`src/rtl/core/swpp_pkg.sv`:
```
// Package for the sliding window peak picker: beat types, field widths,
// register indexes and parameter defaults. No dependencies.
`default_nettype none

package swpp_pkg;

  localparam int DATA_WIDTH         = 16;
  localparam int LOC_W              = 16;
  localparam int CNT_OUT_W          = 9;
  localparam int LEN_REG_W          = 16;
  localparam int WIN_REG_W          = 7;
  localparam int CFG_DATA_W         = 16;
  localparam int CFG_IDX_W          = 1;

  localparam int MAX_WINDOW_DEFAULT = 64;
  localparam int PEAK_LIMIT_DEFAULT = 256;

  localparam logic [CFG_IDX_W-1:0] REG_SIGNAL_LENGTH = 1'b0;
  localparam logic [CFG_IDX_W-1:0] REG_WINDOW_LENGTH = 1'b1;

  localparam logic KIND_PEAK  = 1'b0;
  localparam logic KIND_COUNT = 1'b1;

  typedef struct packed {
    logic signed [DATA_WIDTH-1:0] sample;
    logic signed [DATA_WIDTH-1:0] threshold_value;
  } in_beat_t;

  typedef struct packed {
    logic                 kind;
    logic [LOC_W-1:0]     location;
    logic [CNT_OUT_W-1:0] peak_count;
    logic                 frame_last;
  } out_beat_t;

endpackage

`default_nettype wire

```
`src/rtl/core/sliding_window_peak_picker.sv`:
```
// Sliding window peak picker top level: window shift line, peak check stage
// and 8-entry result queue. Depends on swpp_pkg.
// Results of an accepted beat are registered in the window shift line, then
// checked and written into the result queue, which drives out_. Throughput: one
// input beat per cycle; the queue stalls the input only when it runs near full.
// Synchronous active-low reset clears window, counters, queue pointers and registers.
`default_nettype none

module sliding_window_peak_picker
  import swpp_pkg::*;
#(
  parameter int MAX_WINDOW = MAX_WINDOW_DEFAULT,
  parameter int PEAK_LIMIT = PEAK_LIMIT_DEFAULT
) (
  input  wire logic                  clk,
  input  wire logic                  rst_n,
  input  wire logic                  in_valid,
  output      logic                  in_stall,
  input  wire in_beat_t              in_data,
  output      logic                  out_valid,
  input  wire logic                  out_stall,
  output      out_beat_t             out_data,
  input  wire logic                  cfg_we,
  input  wire logic [CFG_IDX_W-1:0]  cfg_index,
  input  wire logic [CFG_DATA_W-1:0] cfg_wdata
);

  localparam int WW    = ($clog2(MAX_WINDOW + 1) > WIN_REG_W) ?
                         $clog2(MAX_WINDOW + 1) : WIN_REG_W;
  localparam int IW    = $clog2(MAX_WINDOW);
  localparam int CW    = $clog2(PEAK_LIMIT + 1);
  localparam int DEPTH = 8;
  localparam int PW    = $clog2(DEPTH);
  localparam int QW    = $clog2(DEPTH + 1);

  logic [LEN_REG_W-1:0] signal_length_r;
  logic [WIN_REG_W-1:0] window_length_r;

  logic signed [DATA_WIDTH-1:0] samp_win_r [MAX_WINDOW];
  logic signed [DATA_WIDTH-1:0] thr_win_r  [MAX_WINDOW];

  logic [LOC_W-1:0] pos_r, pos_nxt, p_in;
  logic [LOC_W-1:0] p_r;
  logic             end_in, end_r, v1_r;
  logic [CW-1:0]    peaks_r, peaks_nxt;

  logic [WW-1:0]        w_eff, w_half, mid_w;
  logic [LEN_REG_W-1:0] len_eff;
  logic [IW-1:0]        mid_idx;
  logic signed [DATA_WIDTH-1:0] mid_val, mid_thr;
  logic                 is_max, push_peak, push_cnt;
  logic [LOC_W-1:0]     loc;
  logic [CW-1:0]        peaks_inc;

  out_beat_t        fifo_r [DEPTH];
  out_beat_t        peak_beat, cnt_beat;
  logic [PW-1:0]    wp_r, rp_r;
  logic [QW-1:0]    fcnt_r;
  logic [QW:0]      room_need;
  logic [1:0]       n_push;
  logic             in_acc, out_acc;

  always_comb begin
    w_eff = WW'(window_length_r);
    if (w_eff == '0) begin
      w_eff = WW'(1);
    end else if (w_eff > WW'(MAX_WINDOW)) begin
      w_eff = WW'(MAX_WINDOW);
    end
    len_eff = (signal_length_r == '0) ? LEN_REG_W'(1) : signal_length_r;
    w_half  = w_eff >> 1;
    mid_w   = w_eff - WW'(1) - w_half;
    mid_idx = mid_w[IW-1:0];
  end

  // Input side: accept, advance position, decide frame end.
  assign room_need = (QW + 1)'(fcnt_r) + (v1_r ? (QW + 1)'(2) : '0);
  assign in_stall  = room_need > (QW + 1)'(DEPTH - 2);
  assign in_acc    = in_valid && !in_stall;
  assign p_in      = pos_r + LOC_W'(1);
  assign end_in    = p_in >= len_eff;
  assign pos_nxt   = end_in ? '0 : p_in;

  always_ff @(posedge clk) begin
    if (!rst_n) begin
      signal_length_r <= LEN_REG_W'(1);
      window_length_r <= WIN_REG_W'(1);
    end else if (cfg_we) begin
      unique case (cfg_index)
        REG_SIGNAL_LENGTH: signal_length_r <= cfg_wdata[LEN_REG_W-1:0];
        REG_WINDOW_LENGTH: window_length_r <= cfg_wdata[WIN_REG_W-1:0];
        default: ;
      endcase
    end
  end

  always_ff @(posedge clk) begin
    if (!rst_n) begin
      for (int k = 0; k < MAX_WINDOW; k++) begin
        samp_win_r[k] <= '0;
        thr_win_r[k]  <= '0;
      end
      pos_r <= '0;
      v1_r  <= 1'b0;
      end_r <= 1'b0;
      p_r   <= '0;
    end else begin
      v1_r <= in_acc;
      if (in_acc) begin
        for (int k = 1; k < MAX_WINDOW; k++) begin
          samp_win_r[k] <= samp_win_r[k-1];
          thr_win_r[k]  <= thr_win_r[k-1];
        end
        samp_win_r[0] <= in_data.sample;
        thr_win_r[0]  <= in_data.threshold_value;
        pos_r <= pos_nxt;
        p_r   <= p_in;
        end_r <= end_in;
      end
    end
  end

  // Check stage: window held after the shift of the beat in flight.
  always_comb begin
    mid_val = samp_win_r[mid_idx];
    mid_thr = thr_win_r[mid_idx];
    is_max  = 1'b1;
    for (int k = 0; k < MAX_WINDOW; k++) begin
      if (WW'(k) < w_eff && WW'(k) != mid_w && samp_win_r[k] > mid_val) begin
        is_max = 1'b0;
      end
    end
    push_peak = v1_r && (p_r >= LOC_W'(w_eff)) && is_max && (mid_val > mid_thr) &&
                (peaks_r < CW'(PEAK_LIMIT));
    push_cnt  = v1_r && end_r;
    peaks_inc = push_peak ? peaks_r + CW'(1) : peaks_r;
    peaks_nxt = push_cnt ? '0 : peaks_inc;
    loc       = p_r - LOC_W'(w_eff) + LOC_W'(w_half) + LOC_W'(1);

    peak_beat.kind       = KIND_PEAK;
    peak_beat.location   = loc;
    peak_beat.peak_count = CNT_OUT_W'(peaks_inc);
    peak_beat.frame_last = 1'b0;

    cnt_beat.kind        = KIND_COUNT;
    cnt_beat.location    = '0;
    cnt_beat.peak_count  = CNT_OUT_W'(peaks_inc);
    cnt_beat.frame_last  = 1'b1;

    n_push = {1'b0, push_peak} + {1'b0, push_cnt};
  end

  always_ff @(posedge clk) begin
    if (!rst_n) begin
      peaks_r <= '0;
    end else if (v1_r) begin
      peaks_r <= peaks_nxt;
    end
  end

  // Result queue: up to two pushes and one pop per cycle.
  assign out_valid = fcnt_r != '0;
  assign out_data  = fifo_r[rp_r];
  assign out_acc   = out_valid && !out_stall;

  always_ff @(posedge clk) begin
    if (push_peak) begin
      fifo_r[wp_r] <= peak_beat;
      if (push_cnt) begin
        fifo_r[wp_r + PW'(1)] <= cnt_beat;
      end
    end else if (push_cnt) begin
      fifo_r[wp_r] <= cnt_beat;
    end
  end

  always_ff @(posedge clk) begin
    if (!rst_n) begin
      wp_r   <= '0;
      rp_r   <= '0;
      fcnt_r <= '0;
    end else begin
      wp_r   <= wp_r + PW'(n_push);
      if (out_acc) begin
        rp_r <= rp_r + PW'(1);
      end
      fcnt_r <= fcnt_r + QW'(n_push) - QW'(out_acc);
    end
  end

  a_queue_bound: assert property (@(posedge clk) disable iff (!rst_n)
    fcnt_r <= QW'(DEPTH))
    else $error("result queue overflow");

  a_frame_rearm: assert property (@(posedge clk) disable iff (!rst_n)
    (v1_r && end_r) |=> (peaks_r == '0))
    else $error("peak count not cleared at frame end");

  a_peak_limit: assert property (@(posedge clk) disable iff (!rst_n)
    peaks_r <= CW'(PEAK_LIMIT))
    else $error("peak count beyond limit");

endmodule

`default_nettype wire

```
`config.mk`:
```
export PLATFORM = sky130hd
export DESIGN_NAME = sliding_window_peak_picker
export DESIGN_NICKNAME = d
export VERILOG_FILES = /design/src/rtl/core/swpp_pkg.sv /design/src/rtl/core/sliding_window_peak_picker.sv
export SDC_FILE = /design/constraint.sdc
export NUM_CORES = 2
export LEC_CHECK = 0
export BUFFER_PORTS_ARGS = -buffer_cell sky130_fd_sc_hd__buf_2
export CAP_MARGIN = 30
export CORE_MARGIN = 2
export CORE_UTILIZATION = 55
export DETAILED_ROUTE_END_ITERATION = 12
export PLACE_DENSITY_LB_ADDON = 0.08
export SYNTH_ARGS = -nofsm -noshare
export SYNTH_HDL_FRONTEND = slang
export SYNTH_SLANG_ARGS = --single-unit
```
`constraint.sdc`:
```
create_clock -name clk -period 35 [get_ports clk]
set_input_delay 0 -clock clk [delete_from_list [all_inputs] [get_ports clk]]
set_output_delay 0 -clock clk [all_outputs]
set_load 0.02 [all_outputs]
```
; Yosys cells after proc, flatten, opt, wreduce, memory -nomap -nowiden
; Memories as Yosys holds them, arrays and structs flattened. A register that Yosys moved wholly into a read port is not among the register bits.
; Cells that the tools add are included.
[totals]
ramBits = 2264
regBits = 76
input_bits = 54
output_inout_bits = 29
n_memories = 3
latch_bits = 0
romBits = 0
[op_classes]
n_eq_ne = 63
n_mux = 213
n_mul = 0
n_reduce_logical = 143
shifts = 0
bitwise = 130
magnitude_cmp = 134
addsub = 14
div_mod_pow = 0
[memory_table]
columns = name, words, word_bits, read_ports, rd_clocked_by_memory_dff, write_ports, line_no
row1 = samp_win_r, 64, 16, 65, 0, 64, sliding_window_peak_picker.sv:39  ; logic signed [DATA_WIDTH-1:0] samp_win_r [MAX_WINDOW];
row2 = thr_win_r, 64, 16, 64, 0, 64, sliding_window_peak_picker.sv:40  ; logic signed [DATA_WIDTH-1:0] thr_win_r [MAX_WINDOW];
row3 = fifo_r, 8, 27, 1, 1, 2, sliding_window_peak_picker.sv:55  ; out_beat_t fifo_r [DEPTH];
[ops]
columns = op, count
row1 = $mux 16, 130
row2 = $gt 16x16->1, 65
row3 = $lt 6x7->1 const A, 32
row4 = $ne 6x7->1 const A, 32
row5 = $logic_and 1x1->1, 135
row6 = $or 1x1->1, 129
row7 = $lt 5x7->1 const A, 16
row8 = $ne 5x7->1 const A, 16
row9 = $mux 1, 75
row10 = $lt 4x7->1 const A, 8
row11 = $ne 4x7->1 const A, 8
row12 = $add 16x1->16 const B, 2
row13 = $lt 3x7->1 const A, 4
row14 = $ne 3x7->1 const A, 4
row15 = $mux 27, 1
row16 = $mux 9, 2
row17 = $add 16x6->16, 1
row18 = $ge 16x16->1, 1
row19 = $ge 16x7->1, 1
row20 = $logic_not 16->1, 1
row21 = $sub 16x7->16, 1
row22 = $lt 1x7->1 const A, 2
row23 = $lt 2x7->1 const A, 2
row24 = $mux 7, 2
row25 = other kinds (22), 27

; Depth between registers and ports, before layout
[depth]
ltp_word = 78
depth_mapped = 39

; Worst setup path after synthesis
; Ideal clock, no wire load.
[synth_timing]
path_kind = reg2reg
start = register v1_r
end = memory samp_win_r[0][0], enable pin
t_required_ps = 33113
setup_ps = 1887
path_stages_with_launch = 10
path_buffers = 1
arrival_ps = 30948
slack_ps = 2165
path_cell_list = dfxtp_1 ha_1 ha_1 nand3_1 nand2_1 a21oi_1 nand2_1 and2_0 inv_1 clkbuf_1
[synth_lines]
columns = element, line_no
row1 = from (decl), sliding_window_peak_picker.sv:44  ; logic end_in, end_r, v1_r;
row2 = from (signal assigned), sliding_window_peak_picker.sv:108  ; v1_r <= in_acc;
row3 = to (decl), sliding_window_peak_picker.sv:39

==> run metrics <==
hold slack final=roughly 13 ps; Synth Instances=between 9000 and 10000; Tmin final=roughly 15000 ps; CTS buffer count=274; number of synthesized flops with an enable pin=approximately 1200; largest net degree at the start of global routing=~210; simple-gate area share of the yosys netlist=0.112; 1st-iter DRT viols=between 9000 and 10000; Slew headroom=0.234; Finish-stage setup viols=0; Slew Viols, Final=0; syn_area_per_cell=between 10 and 15 um2; FF-to-FF End=fifo_r[7][3]; Hold Path End=samp_win_r[0][12]; synthesized area=between 100000 and 150000 um2; Synth Area in Compound Gates=0.136; Pleak=53.9 nW; max frequency=about 68 MHz; total number of vias=roughly 87000; Resize count post-CTS=0; post-synthesis xor/xnor area fraction=0.00315; Peak VDD IR=0.0537 mV; most numerous cell on the critical path=buf_4; pwr/cell area=70.8 nW/um2; Worst-Margin Slew=1150 ps; synth unique cells=between 80 and 90; met3 usage=0.0629; WL final=between 300000 and 400000 um; post-synthesis mux area share=0.132; Synth Net Count=around 11000; outcome=finished, final reports clean; Post-CTS Setup Inserts=0; Global Route met1 Usage=0.477; CTS tree=yes; Max-cap violations=0; DRT antenna net count=0; first-pass GRT wire length=roughly 560000 um; post-DP HPWL=between 200000 and 300000 um; Area Overhead vs Synth=11.5%; Die Wd=476 um; DRC violations left=0; CP Data Arrival Time=roughly 15000 ps; Avg WL per Cell=about 29 um; FF-to-FF Start=window_length_r[2]; share of the synthesized area in the top cell type=0.284; leading area contributor after synthesis=edfxtp_1; drt first pass iters=6; Worst-path clk slew=60 ps; overall routing resource usage=0.330; Final Wtd Congestion=0.992; root buffer cell=clkbuf_16; Die Y=between 400 and 500 um; worst reg2reg path depth=32; worst setup path category=reg2reg; hold path start=in_data[28]; Starting Density=0.552; Rows=between 150 and 200; Worst path slowest cell=fa_4; Top Usage Layer GRT=met2; WP data required=35590 ps; Seq cells post-synth=2335; Sink Count=around 2300; min-delay worst type=in2reg; Post-Route Skew=~66 ps; WHS Path Cells=3; Die Area=between 200000 and 250000 um2; Adder-Cell Fraction of Synth Area=0.115; dpl cell area=126000 um2; Final Cycle Share=0.422; clock tree buffer depth=4; layout cell share with drive strength beyond 1=0.145; top_reg_cell synth=dfxtp_1; io pins=83; Setup crit end kind=flop; total chip power=0.00967 W; flop2flop setup slack=20210 ps; RSZ-0062 raised after global routing=false; final instance area=around 140000 um2; CORE AREA=222000 um2; largest family of logic cells by synthesized area=compound AO/OA/AOI/OAI gates; asr flop ratio synth=0; met2 GRT Util=0.487; yosys warns=0; Seq/Total Area, Yosys=0.477; Filler cells=~17000; largest stage delay on the critical path=roughly 1500 ps; total number of H-tree levels=5; Setup Total Neg Slack=0 ps; number of global-route vias before repair=83600; initial antenna violation count=41; Vias/cell=6.70; Final Hold Viols=0; IO buf count=just over 80; CP startpoint kind=flop; total congestion overflow=0; # nets final=between 10000 and 15000; Crit Path Max Fanout=47; largest cells by area after synthesis=edfxtp_1, dfxtp_1, mux4_2; latest clock arrival within the worst-skew pair=just over 900 ps
[power by group]
group,internal [W],switching (W),leakage (nW)
sequential,0.00321,0.000251,21.9
clock,0.00173,0.00115,4.43
combinational,0.00118,0.00215,27.6
total,0.00612,0.00355,53.9
[cells in the final DEF, fill, tap and decap left out, types with 62 or more instances in the layout]
cell              n
a21oi_1         419
dfxtp_1        1173
nand2_1         490
buf_2            85
nor3_1           68
a22o_1         1062
o211ai_1         67
nor2b_1          77
inv_1           226
nand4_1         164
and2_1         1071
dlygate4sd3_1   128
clkbuf_16       289
nor2_1          254
buf_4           140
o21ai_0         177
a211oi_1         62
mux4_2          692
edfxtp_1       1160
a21o_1          130
ha_1           1113
nand3_1         135
[synthesized netlist by cell type, drive strengths merged, types with 8 or more instances]
cell type / instances
nand3: 136
o21ai: 179
buf: 69
o22ai: 52
nand4: 165
xor2: 22
o2111ai: 12
and2: 1072
or4: 12
a21boi: 36
or2: 8
a211oi: 64
xnor2: 22
dfxtp: 1175
nor2: 254
a21oi: 421
a211o: 10
and4: 31
or3: 14
o31ai: 16
clkbuf: 523
nor3: 71
nand3b: 10
o21bai: 12
inv: 243
nand2: 492
a221oi: 11
mux2: 34
o21a: 32
nor4: 57
a2111oi: 28
mux4: 692
mux2i: 20
a31oi: 25
a21o: 130
ha: 1114
and3: 23
a22o: 1062
fa: 8
edfxtp: 1160
nand2b: 40
nor2b: 77
nor3b: 9
o211ai: 67
[metrics by stage]
stage	setup slack, ps	instances	utilization
floorplan	2160	9794	-
global placement	20350	12400	0.567
detailed placement	20300	12400	0.567
CTS	20350	13000	0.614
global route	19720	13000	0.615
finish	20210	13000	0.616
[area by class of cell]
type | instances | area (um2) | area share
clock buffer | 370 | 7900 | 0.0578
inverter | 244 | 931 | 0.00682
antenna | 10 | 25.0 | 0.000183
sequential | 2335 | 58400 | 0.427
tap | 2975 | 3720 | 0.0273
timing repair buffer | 382 | 3430 | 0.0251
clock inverter | 103 | 1080 | 0.00790
multi-input combinational | 6623 | 61100 | 0.448
[worst max path at each step]
stage                                  end               start  depth (start not counted)  slack (ps)
final                         fifo_r[7][3]  window_length_r[2]                         32       20210
after global routing          fifo_r[7][9]  window_length_r[2]                         33       19720
after CTS                     fifo_r[7][3]  window_length_r[2]                         32       20350
after detailed placement      fifo_r[7][1]  window_length_r[2]                         32       20300
after global placement        fifo_r[3][1]  window_length_r[2]                         30       20350
after floorplan           samp_win_r[0][0]                v1_r                          9        2160
[flip-flops by register name, summed over array words and instances, names as in the netlist, named ones only]
| signal | flops |
|---|---|
| samp_win_r | 1024 |
| thr_win_r | 1024 |
| fifo_r | 208 |
| p_r | 16 |
| pos_r | 16 |
| signal_length_r | 16 |
| peaks_r | 9 |
| window_length_r | 7 |
| fcnt_r | 4 |
| rp_r | 3 |
| wp_r | 3 |
| end_r | 1 |
| v1_r | 1 |
[critical path: cells and delay by family, from the launching register on]
family	cells	cell delay (ps)
fa+ha+maj	3	2050
flops	1	610
mux	3	1220
buf+inv	9	4490
compound gates	5	1660
simple gates	12	4190
[per-layer routing]
layer | wire (um) | part of all wire | vias up
met3 | 32700 | 0.086 | 862
met5 | 124 | 0.00033 | -
met2 | 165000 | 0.44 | 3872
met1 | 162000 | 0.43 | 44500
li1 | - | - | 38200
met4 | 17500 | 0.046 | 22
[timing repair]
action | CTS | global route
hold buffers | 128 | 0
endpoints found under the setup margin | 0 | 0
hold endpoints to repair | 262 | 0
[cell families after synthesis]
| family | count (synthesis) |
|---|---|
| buffers and inverters | 836 |
| xor gates and xnor gates | 44 |
| adders and majority gates | 1122 |
| DFF | 2335 |
| and+or+nand+nor | 2490 |
| muxes | 746 |
| AOI/OAI and AO/OA | 2221 |
Power figures use the tool's default switching activity.
